$ cat src/rtl/core/nrvs_pkg.sv
`timescale 1ns / 1ps
`default_nettype none

package nrvs_pkg;

   localparam logic [31:0] CRC_POLY   = 32'hEDB8_8320;
   localparam logic [31:0] CRC_ONES   = 32'hFFFF_FFFF;
   localparam logic [31:0] HALF_RANGE = 32'h8000_0000;
   localparam int          HDR_BITS   = 160;

   localparam logic [1:0] CSR_RECORD_MAGIC       = 2'd0;
   localparam logic [1:0] CSR_EXPECTED_SCHEMA    = 2'd1;
   localparam logic [1:0] CSR_MAX_PAYLOAD_LENGTH = 2'd2;

   typedef enum logic [1:0] {
      CMD_HEADER  = 2'd0,
      CMD_PAYLOAD = 2'd1,
      CMD_SELECT  = 2'd2
   } cmd_type;

   typedef enum logic [2:0] {
      STATUS_OK          = 3'd0,
      STATUS_MAGIC       = 3'd1,
      STATUS_SCHEMA      = 3'd2,
      STATUS_LENGTH      = 3'd3,
      STATUS_HEADER_CRC  = 3'd4,
      STATUS_PAYLOAD_CRC = 3'd5
   } status_type;

   typedef enum logic [1:0] {
      CHOSEN_NONE = 2'd0,
      CHOSEN_A    = 2'd1,
      CHOSEN_B    = 2'd2
   } chosen_type;

   typedef enum logic {
      KIND_STATUS = 1'b0,
      KIND_SELECT = 1'b1
   } kind_type;

   typedef struct packed {
      cmd_type     cmd;
      logic        slot;
      logic [31:0] hdr_magic;
      logic [15:0] hdr_schema;
      logic [15:0] hdr_spare;
      logic [31:0] hdr_sequence;
      logic [31:0] hdr_length;
      logic [31:0] hdr_payload_check;
      logic [31:0] hdr_header_check;
      logic [7:0]  data_byte;
      logic        last;
   } req_type;

   typedef struct packed {
      kind_type    result_kind;
      status_type  status;
      logic        status_slot;
      chosen_type  chosen;
      logic [31:0] chosen_sequence;
   } rsp_type;

   typedef struct packed {
      logic [31:0] record_magic;
      logic [15:0] expected_schema;
      logic [31:0] max_payload_length;
   } csr_type;

   typedef logic [HDR_BITS-1:0][31:0] crc_cols_type;

   function automatic logic [31:0] crc_bit_step(logic [31:0] crc, logic din);
      logic fb;
      fb = crc[0] ^ din;
      return (crc >> 1) ^ (fb ? CRC_POLY : 32'h0);
   endfunction

   function automatic logic [31:0] crc_byte(logic [31:0] crc, logic [7:0] din);
      logic [31:0] c;
      c = crc ^ {24'h0, din};
      for (int i = 0; i < 8; i++) begin
         c = crc_bit_step(c, 1'b0);
      end
      return c;
   endfunction

   // contribution of each header bit to the final CRC (linear part)
   function automatic crc_cols_type hdr_crc_cols();
      crc_cols_type cols;
      logic [31:0]  c;
      for (int j = 0; j < HDR_BITS; j++) begin
         c = 32'h0;
         for (int n = 0; n < HDR_BITS; n++) begin
            c = crc_bit_step(c, n == j);
         end
         cols[j] = c;
      end
      return cols;
   endfunction

   // CRC of an all-zero header, including init and final inversion
   function automatic logic [31:0] hdr_crc_base();
      logic [31:0] c;
      c = CRC_ONES;
      for (int n = 0; n < HDR_BITS; n++) begin
         c = crc_bit_step(c, 1'b0);
      end
      return c ^ CRC_ONES;
   endfunction

endpackage

`default_nettype wire

$ cat src/rtl/core/nrvs_hdr_check.sv
`timescale 1ns / 1ps
`default_nettype none

module nrvs_hdr_check
   import nrvs_pkg::*;
(
   input  wire req_type req,
   input  wire csr_type csr,
   output status_type   hdr_status
);

   localparam crc_cols_type HDR_COLS = hdr_crc_cols();
   localparam logic [31:0]  HDR_BASE = hdr_crc_base();

   logic [HDR_BITS-1:0] msg;
   logic [31:0]         hdr_crc;

   assign msg = {req.hdr_payload_check, req.hdr_length, req.hdr_sequence,
                 req.hdr_spare, req.hdr_schema, req.hdr_magic};

   always_comb begin
      hdr_crc = HDR_BASE;
      for (int i = 0; i < HDR_BITS; i++) begin
         if (msg[i]) begin
            hdr_crc = hdr_crc ^ HDR_COLS[i];
         end
      end
   end

   always_comb begin
      priority if (req.hdr_magic != csr.record_magic) begin
         hdr_status = STATUS_MAGIC;
      end else if (req.hdr_schema != csr.expected_schema) begin
         hdr_status = STATUS_SCHEMA;
      end else if (req.hdr_length > csr.max_payload_length) begin
         hdr_status = STATUS_LENGTH;
      end else if (hdr_crc != req.hdr_header_check) begin
         hdr_status = STATUS_HEADER_CRC;
      end else begin
         hdr_status = STATUS_OK;
      end
   end

endmodule

`default_nettype wire

$ cat src/rtl/core/nvm_record_validate_select_core.sv
`timescale 1ns / 1ps
`default_nettype none

// Validates A/B slot records and answers slot selection requests. A record is
// one header request followed by payload byte requests, the last flag ending
// it; the end of a record returns one status result, a select request returns
// the chosen slot and its sequence. One request is taken per cycle unless a
// stalled result holds it; each passes through the input register, then the
// header CRC / byte CRC logic into the result register, which a stall holds.

module nvm_record_validate_select_core
   import nrvs_pkg::*;
(
   input  wire logic    clock,
   input  wire logic    reset,
   input  wire logic    req_valid,
   output logic         req_stall,
   input  wire req_type req_payload,
   output logic         rsp_valid,
   input  wire logic    rsp_stall,
   output rsp_type      rsp_payload,
   input  wire logic    csr_write,
   input  wire logic [1:0]  csr_index,
   input  wire logic [31:0] csr_data
);

   csr_type     csr_ff;
   logic        in_valid_ff, in_valid_in;
   req_type     in_ff;
   logic        out_valid_ff, out_valid_in;
   rsp_type     out_ff, out_in;

   logic [31:0] crc_ff, crc_in;
   logic [31:0] seen_ff, seen_in;
   status_type  early_ff, early_in;
   logic [31:0] len_ff, len_in;
   logic [31:0] pchk_ff, pchk_in;
   logic        cur_slot_ff, cur_slot_in;
   logic [1:0]  slot_valid_ff, slot_valid_in;
   logic [1:0][31:0] slot_seq_ff, slot_seq_in;
   logic        open_ff, open_in;

   status_type  hdr_status;
   status_type  fin_status;
   logic        advance;
   logic        finish;
   logic        has_result;
   logic [31:0] seq_diff;
   logic        b_newer;

   nrvs_hdr_check u_hdr_check (
      .req        (in_ff),
      .csr        (csr_ff),
      .hdr_status (hdr_status)
   );

   assign advance   = in_valid_ff && (!out_valid_ff || !rsp_stall);
   assign req_stall = in_valid_ff && !advance;
   assign rsp_valid = out_valid_ff;
   assign rsp_payload = out_ff;

   assign seq_diff = slot_seq_ff[1] - slot_seq_ff[0];
   assign b_newer  = (slot_seq_ff[1] != slot_seq_ff[0]) && (seq_diff < HALF_RANGE);

   always_comb begin
      priority if (early_in == STATUS_MAGIC || early_in == STATUS_SCHEMA ||
                   early_in == STATUS_LENGTH) begin
         fin_status = early_in;
      end else if (seen_in < len_in) begin
         fin_status = STATUS_LENGTH;
      end else if (early_in == STATUS_HEADER_CRC) begin
         fin_status = STATUS_HEADER_CRC;
      end else if ((crc_in ^ CRC_ONES) != pchk_in) begin
         fin_status = STATUS_PAYLOAD_CRC;
      end else begin
         fin_status = STATUS_OK;
      end
   end

   always_comb begin
      crc_in        = crc_ff;
      seen_in       = seen_ff;
      early_in      = early_ff;
      len_in        = len_ff;
      pchk_in       = pchk_ff;
      cur_slot_in   = cur_slot_ff;
      slot_valid_in = slot_valid_ff;
      slot_seq_in   = slot_seq_ff;
      open_in       = open_ff;
      finish        = 1'b0;
      has_result    = 1'b0;
      out_in        = out_ff;
      if (advance) begin
         unique case (in_ff.cmd)
            CMD_HEADER: begin
               early_in    = hdr_status;
               cur_slot_in = in_ff.slot;
               len_in      = in_ff.hdr_length;
               pchk_in     = in_ff.hdr_payload_check;
               crc_in      = CRC_ONES;
               seen_in     = 32'h0;
               open_in     = 1'b1;
               slot_valid_in[in_ff.slot] = 1'b0;
               slot_seq_in[in_ff.slot]   = in_ff.hdr_sequence;
               finish      = in_ff.last;
            end
            CMD_PAYLOAD: begin
               if (open_ff) begin
                  if (seen_ff < len_ff) begin
                     crc_in = crc_byte(crc_ff, in_ff.data_byte);
                  end
                  if (seen_ff != CRC_ONES) begin
                     seen_in = seen_ff + 32'd1;
                  end
                  finish = in_ff.last;
               end
            end
            CMD_SELECT: begin
               has_result             = 1'b1;
               out_in.result_kind     = KIND_SELECT;
               out_in.status          = STATUS_OK;
               out_in.status_slot     = 1'b0;
               priority if (!slot_valid_ff[0] && !slot_valid_ff[1]) begin
                  out_in.chosen          = CHOSEN_NONE;
                  out_in.chosen_sequence = 32'h0;
               end else if (!slot_valid_ff[0] || (slot_valid_ff[1] && b_newer)) begin
                  out_in.chosen          = CHOSEN_B;
                  out_in.chosen_sequence = slot_seq_ff[1];
               end else begin
                  out_in.chosen          = CHOSEN_A;
                  out_in.chosen_sequence = slot_seq_ff[0];
               end
            end
            default: begin
            end
         endcase
         if (finish) begin
            has_result                  = 1'b1;
            open_in                     = 1'b0;
            slot_valid_in[cur_slot_in]  = (fin_status == STATUS_OK);
            out_in.result_kind          = KIND_STATUS;
            out_in.status               = fin_status;
            out_in.status_slot          = cur_slot_in;
            out_in.chosen               = CHOSEN_NONE;
            out_in.chosen_sequence      = 32'h0;
         end
      end
   end

   always_comb begin
      in_valid_in = in_valid_ff;
      if (!req_stall) begin
         in_valid_in = req_valid;
      end
      out_valid_in = out_valid_ff;
      if (advance) begin
         out_valid_in = has_result;
      end else if (out_valid_ff && !rsp_stall) begin
         out_valid_in = 1'b0;
      end
   end

   always_ff @(posedge clock) begin
      if (reset) begin
         in_valid_ff   <= 1'b0;
         out_valid_ff  <= 1'b0;
         csr_ff        <= '0;
         crc_ff        <= CRC_ONES;
         seen_ff       <= 32'h0;
         early_ff      <= STATUS_OK;
         len_ff        <= 32'h0;
         pchk_ff       <= 32'h0;
         cur_slot_ff   <= 1'b0;
         slot_valid_ff <= 2'b00;
         slot_seq_ff   <= '0;
         open_ff       <= 1'b0;
      end else begin
         in_valid_ff   <= in_valid_in;
         out_valid_ff  <= out_valid_in;
         crc_ff        <= crc_in;
         seen_ff       <= seen_in;
         early_ff      <= early_in;
         len_ff        <= len_in;
         pchk_ff       <= pchk_in;
         cur_slot_ff   <= cur_slot_in;
         slot_valid_ff <= slot_valid_in;
         slot_seq_ff   <= slot_seq_in;
         open_ff       <= open_in;
         if (csr_write) begin
            unique case (csr_index)
               CSR_RECORD_MAGIC:       csr_ff.record_magic       <= csr_data;
               CSR_EXPECTED_SCHEMA:    csr_ff.expected_schema    <= csr_data[15:0];
               CSR_MAX_PAYLOAD_LENGTH: csr_ff.max_payload_length <= csr_data;
               default: begin
               end
            endcase
         end
      end
   end

   always_ff @(posedge clock) begin
      if (req_valid && !req_stall) begin
         in_ff <= req_payload;
      end
      out_ff <= out_in;
   end

endmodule

`default_nettype wire

$ cat config.mk
export PLATFORM = sky130hd
export DESIGN_NAME = nvm_record_validate_select_core
export DESIGN_NICKNAME = d
export VERILOG_FILES = /design/src/rtl/core/nrvs_pkg.sv /design/src/rtl/core/nrvs_hdr_check.sv /design/src/rtl/core/nvm_record_validate_select_core.sv
export SDC_FILE = /design/constraint.sdc
export NUM_CORES = 2
export LEC_CHECK = 0
export BUFFER_PORTS_ARGS = -buffer_cell sky130_fd_sc_hd__buf_4
export CAP_MARGIN = 20
export CORE_UTILIZATION = 28
export CTS_CLUSTER_DIAMETER = 120
export CTS_CLUSTER_SIZE = 25
export DETAILED_ROUTE_END_ITERATION = 10
export MAX_ROUTING_LAYER = met4
export PLACE_DENSITY = 0.54
export SLEW_MARGIN = 20
export SYNTH_ARGS = -nofsm -noshare
export SYNTH_HDL_FRONTEND = slang
export SYNTH_HIERARCHICAL = 1
export SYNTH_SLANG_ARGS = --single-unit
$ cat constraint.sdc
create_clock -name clock -period 18.45 [get_ports clock]
set_input_delay 0 -clock clock [delete_from_list [all_inputs] [get_ports clock]]
set_output_delay 0 -clock clock [all_outputs]
set_load 0.01 [all_outputs]
==> Word-level counts from Yosys, hierarchy flattened <==
Index checks and enable logic that the tools add are counted.
{ "word_totals": {"inputBits": 243, "output_inout_bits": 41, "elab_cells": 473, "register_bits": 524} }
{ "classes": {"order_cmp": 8, "eq_ne": 14, "n_bitwise": 171, "n_mux": 216, "add_sub_neg": 2, "n_reduce_logical": 31} }
{ "op_table": {"columns": ["op", "count"], "rows": [
  ["two-way mux 32 bit", 95],
  ["two-way mux 31 bit", 37],
  ["two-way mux 30 bit", 17],
  ["NOT 15 bit", 27],
  ["NOT 16 bit", 25],
  ["two-way mux 29 bit", 13],
  ["NOT 13 bit", 24],
  ["NOT 14 bit", 21],
  ["XOR 31 x 32 -> 32 bit", 8],
  ["NOT 17 bit", 12],
  ["NOT 18 bit", 11],
  ["two-way mux 28 bit", 7],
  ["two-way mux 27 bit", 6],
  ["NOT 20 bit", 8],
  ["NOT 12 bit", 13],
  ["NOT 19 bit", 7],
  ["!= test 32 bit", 4],
  ["one-hot mux 32 bit (2 select lines)", 2],
  ["NOT 22 bit", 4],
  ["two-way mux 26 bit", 3],
  ["two-way mux 34 bit", 2],
  ["bitwise mux 64 bit", 1],
  ["< comparator 32 bit", 2],
  ["NOT 21 bit", 2],
  ["38 further kinds", 91]
]} }

==> Depth between registers and ports, before layout <==
{ "depth": {"word_depth": 333, "mapped_depth": 23, "mapped_depth_nobuf": 23} }

==> Hierarchy <==
The synthesis kept the hierarchy.
{ "modules_own_cells": {"columns": ["mod", "seq_area_each_um2", "cells_per_inst", "area_each_um2", "instances"], "rows": [
  ["nvm_record_validate_select_core", 12922.4, 2223, 23072.1, 1],
  ["nrvs_hdr_check", 0.0, 1516, 13312.8, 1]
]} }

==> Worst setup path after synthesis <==
No wires, ideal clock.
{ "synth_path": {"kind": "register to register", "start": "reg out_valid_ff, in the netlist rsp_valid", "end": "reg in_ff[0] (netlist bit), enable pin", "arrival_time_ps": 9540, "t_required_ps": 17656, "path_buffers": 0, "setup_slack_ps": 8115, "setup_time_ps": 794, "synth_period_minus_slack_ps": 10335, "path_stages_with_launch": 3, "cell_sequence": "dfxtp_1 and3_1 nor2b_1"} }
{ "synth_via": {"elab_chain_len": 7} }
{ "synth_lines": {"columns": ["item", "line", "text"], "rows": [
  ["from (decl)", "nvm_record_validate_select_core.sv:30", "logic out_valid_ff, out_valid_in;"],
  ["from (signal assigned)", "nvm_record_validate_select_core.sv:179", "out_valid_ff <= out_valid_in;"],
  ["logical NOT 1 bit", "nvm_record_validate_select_core.sv:57", "assign advance = in_valid_ff && (!out_valid_ff || !rsp_stall);"],
  ["logical OR 1 bit", "nvm_record_validate_select_core.sv:57", null],
  ["logical AND 1 bit", "nvm_record_validate_select_core.sv:57", null],
  ["logical NOT 1 bit", "nvm_record_validate_select_core.sv:58", "assign req_stall = in_valid_ff && !advance;"],
  ["logical AND 1 bit", "nvm_record_validate_select_core.sv:58", null],
  ["named net req_stall", "nvm_record_validate_select_core.sv:17", "output logic req_stall,"],
  ["logical NOT 1 bit", "nvm_record_validate_select_core.sv:202", "if (req_valid && !req_stall) begin"],
  ["logical AND 1 bit", "nvm_record_validate_select_core.sv:202", null],
  ["to (signal assigned)", "nvm_record_validate_select_core.sv:203", "in_ff <= req_payload;"],
  ["to (decl)", "nvm_record_validate_select_core.sv:29", "req_type in_ff;"]
]} }
The timed path passes the listed nets, and every way through them passes these cells.
A chain may end at the register's enable or synchronous reset.

==> Worst setup path after layout <==
{ "layout_path": {"start": "reg in_ff[155] (netlist bit)", "end": "reg out_ff, in the netlist rsp_payload[35] (data pin)"} }
{ "layout_via": {"elab_chain_len": 204, "elab_cells_between_ends": 269, "classes_between": "eq/ne: 6; mux: 136; bitwise: 125; reduce/logical: 2"} }
{ "layout_lines": {"columns": ["item", "line", "text"], "rows": [
  ["two-way mux 32 bit", "nrvs_hdr_check.sv:24", "if (msg[i]) begin"],
  ["two-way mux 31 bit", "nrvs_hdr_check.sv:24", null],
  ["NOT 19 bit (no line)", null, null],
  ["two-way mux 32 bit", "nrvs_hdr_check.sv:24", null],
  ["two-way mux 29 bit", "nrvs_hdr_check.sv:24", null],
  ["NOT 22 bit (no line)", null, null],
  ["two-way mux 30 bit", "nrvs_hdr_check.sv:24", null],
  ["NOT 22 bit (no line)", null, null],
  ["[189 not listed]", null, null],
  ["named net hdr_status[2]", "nvm_record_validate_select_core.sv:43", "status_type hdr_status;"],
  ["two-way mux 3 bit (*)", "nvm_record_validate_select_core.sv:94", "unique case (in_ff.cmd)"],
  ["two-way mux 3 bit (*)", "nvm_record_validate_select_core.sv:93", "if (advance) begin"],
  ["equality test 3 bit, or another cell as far along", "nvm_record_validate_select_core.sv:71", "end else if (early_in == STATUS_HEADER_CRC) begin"],
  ["two-way mux 3 bit or logical OR 1 bit (tied branches)", "nvm_record_validate_select_core.sv:71, nvm_record_validate_select_core.sv:66", null],
  ["two-way mux 3 bit or logical OR 1 bit (tied branches)", "nvm_record_validate_select_core.sv:69, nvm_record_validate_select_core.sv:66", null],
  ["two-way mux 3 bit (*)", "nvm_record_validate_select_core.sv:66", "priority if (early_in == STATUS_MAGIC || early_in == STATUS_SCHEMA ||"],
  ["two-way mux 38 bit (*)", "nvm_record_validate_select_core.sv:137", "if (finish) begin"],
  ["to (signal assigned)", "nvm_record_validate_select_core.sv:205", "out_ff <= out_in;"],
  ["to (decl)", "nvm_record_validate_select_core.sv:31", "rsp_type out_ff, out_in;"]
]} }
The timed path passes the listed nets; every way through them passes the cells marked *.

==> results.toml <==
[worst_setup_path]
critPathArrivalTime_ps = 7380
worst-path-max-fanout = 6
crit_chain = "xnor2_2 -> xnor2_1 -> xnor2_1 -> xnor3_1 -> xnor3_1 -> xnor2_1 -> nor4_2 -> nand4_1 -> or4_1 -> nor4_1 -> buf_4 -> and4b_1 -> mux2i_1 -> nand2b_1 -> o2bb2ai_1 -> a221oi_1"
path_buf_inv = 1
cp.required_ps = 18940
slowest_delay_ps = 910
startpoint_type = "flip-flop"
cp-end-kind = "flip-flop"
cpLargestDelayFamily = "XOR/XNOR gates"
worst-setup-path-type = "flip-flop to flip-flop"
slowest_stage = "nor4_1"
cp_common_cell = "xnor2_1"

[placed_design]
dpl.hpwl_um = 139000
gp_congestion = 1.07
io_buffers = 283

[power]
power.static_leakage_nw = 16.0
powerDensity_mw_per_mm2 = 104
ir_drop_v = 0.000104

[cts]
clock_latency_ps = 680
ctsRootBufferMaster = "clkbuf_16"
clock_sinks = 524
cts_made_buffers = 28
htreeDepth = 1
tritoncts = "built"
cts_buffer_depth = 3
clk_pin_slew_worst_paths_ps = 110

[timing]
fmax_ghz = 0.145
min_period_ps = 6890
slew_headroom = 0.237
slew_viol_final = 0
setup_viol = 0
rsz0062_at_grt = "false"
fin_tns_setup_ps = 0
worstMarginPinSlew_ps = 1140
period_share = 0.373
final-hold-violation-count = 0
finClkSkew_ps = 45.0

[route]
firstDrtPassIters = 5
wl_per_cell_um = 30.5
drtAntennaViolNets = 0
viasPerCell = 4.98
drtIter0Drc = 2945
vias = 29500
wirelength_um = 180000
drc = 0

[synthesis]
syn_area_mm2 = 0.0364
ys_warn_count = 6
netlist.area_leader.share = 0.236
synth-seq-cells = 524
synth_ff_type = "dfxtp_1"
syn_area_per_cell_um2 = 9.73
synthDistinctLibCells = 90
synthArstFlopShare = 0
synthesis.nets = 4108
synth_edf_count = 243
yosysTopAreaCell = "xnor2_1"
syn_inst = 3739
synth_area_leaders = "xnor2_1, edfxtp_1, dfxtp_1, xor2_1, ha_1"
ys_seq_area_frac = 0.355

[global_routing]
grt_start_max_net_pins = 100
overflow = 0
gr-usage-all-layers = 0.276
grt_pass1_wl_um = 242000
antenna_found_initial = 8
grt_pass1_vias = 28400

[worst_hold_path]
min_path_type = "input port to flip-flop"

[floorplan]
core_mm2 = 0.128
ios = 284
die_height_um = 362
die_w_um = 362
start_util = 0.284
std_cell_rows = 131
dieArea_mm2 = 0.131

[finish]
nFillCells = 13200
area_growth_pct = 20.8
final_common_cell = "xnor2_1"
nets = 4534
layout_common_cells = "xnor2_1, buf_4, nand2_1"
drive_gt1_frac = 0.122
fin_util = 0.343

[run]
max-cap-violations = 0

[status]
status = "finished, final reports clean"
[routing by layer]
| layer | share of wire | routed length [um] | vias to the layer above | GRT usage |
|---|---|---|---|---|
| met2 | 0.46 | 83300 | 1222 | 0.439 |
| met4 | 0.044 | 7950 | 0 | 0.101 |
| met1 | 0.43 | 78400 | 14700 | 0.361 |
| li1 | - | - | 13300 | - |
| met5 | 0 | 0 | - | - |
| met3 | 0.060 | 10700 | 240 | 0.0273 |
[logic make-up after synthesis]
logic type | count (synthesis) | synth area share
compound gates | 506 | 0.0879
xor+xnor | 1340 | 0.357
fa+ha+maj | 127 | 0.0436
buf+inv | 373 | 0.0434
flops | 524 | 0.355
mux | 29 | 0.00832
simple gates | 840 | 0.105
[repair_timing]
item	CTS	global route
gates resized for setup	0	0
endpoints found under the hold margin	349	0
setup buffers	0	0
hold buffers	270	0
[cell usage after synthesis (28+ instances only)]
master and count:
xor2_1 263, nand2_1 351, xnor2_1 980, clkbuf_1 175
a32o_1 33, xnor3_1 59, nor2_1 210, nor4_1 29
inv_1 119, a21oi_1 245, o21ai_0 49, nor3_1 54
ha_1 126, dfxtp_1 281, nand4_1 48, o22ai_1 38
buf_2 52, edfxtp_1 243, nand3_1 28, a21o_1 30
[state kept, by name, summed over array words and instances (netlist names), 3 cells and up]
register and cells:
crc_ff 32, csr_ff 80, early_ff 3, in_ff 204, len_ff 32, pchk_ff 32
rsp_payload 39, seen_ff 32, slot_seq_ff 64
[power by group]
group | switching [mW] | leakage, nW | internal, mW | total [mW]
combinational | 1.39 | 10.9 | 1.08 | 2.47
sequential | 0.0795 | 4.61 | 1.26 | 1.34
clock | 0.448 | 0.435 | 0.303 | 0.751
[layout make-up]
| type | instances | area [um2] | area share |
|---|---|---|---|
| clock buffers | 42 | 763 | 0.0174 |
| inverters | 120 | 450 | 0.0102 |
| repair buffers | 649 | 5550 | 0.126 |
| clock inverters | 10 | 143 | 0.00324 |
| multi-input cells | 2842 | 22000 | 0.499 |
| flip-flops and latches | 524 | 12900 | 0.294 |
| well taps | 1729 | 2160 | 0.0492 |
| diodes | 4 | 10.0 | 0.000228 |
[worst paths after layout]
path | startpoint | endpoint | slack (ps) | depth (start not counted)
setup reg to reg | in_ff[155] | rsp_payload[35] | 11560 | 16
hold reg to reg | csr_ff[14] | csr_ff[14] | 460 | 2
hold / removal | req_payload[15] | in_ff[15] | 30 | 2
setup / recovery | in_ff[155] | rsp_payload[35] | 11560 | 16
[through the flow]
step | hold WS, ps | power, mW | instances | setup slack, ps | area [um2]
final | 32.4 | 4.56 | 5920 | 11560 | 44000
after global routing | 11.5 | 4.69 | 5920 | 11540 | 44000
after CTS | 0.00350 | 4.54 | 5916 | 11770 | 44000
after detailed placement | 179 | 3.73 | 5594 | 11850 | 40300
after global placement | 179 | 3.77 | 5594 | 11750 | 40300
after floorplan | 98.9 | 2.94 | 3739 | 8120 | 36400
Power figures use the tool's default switching activity.
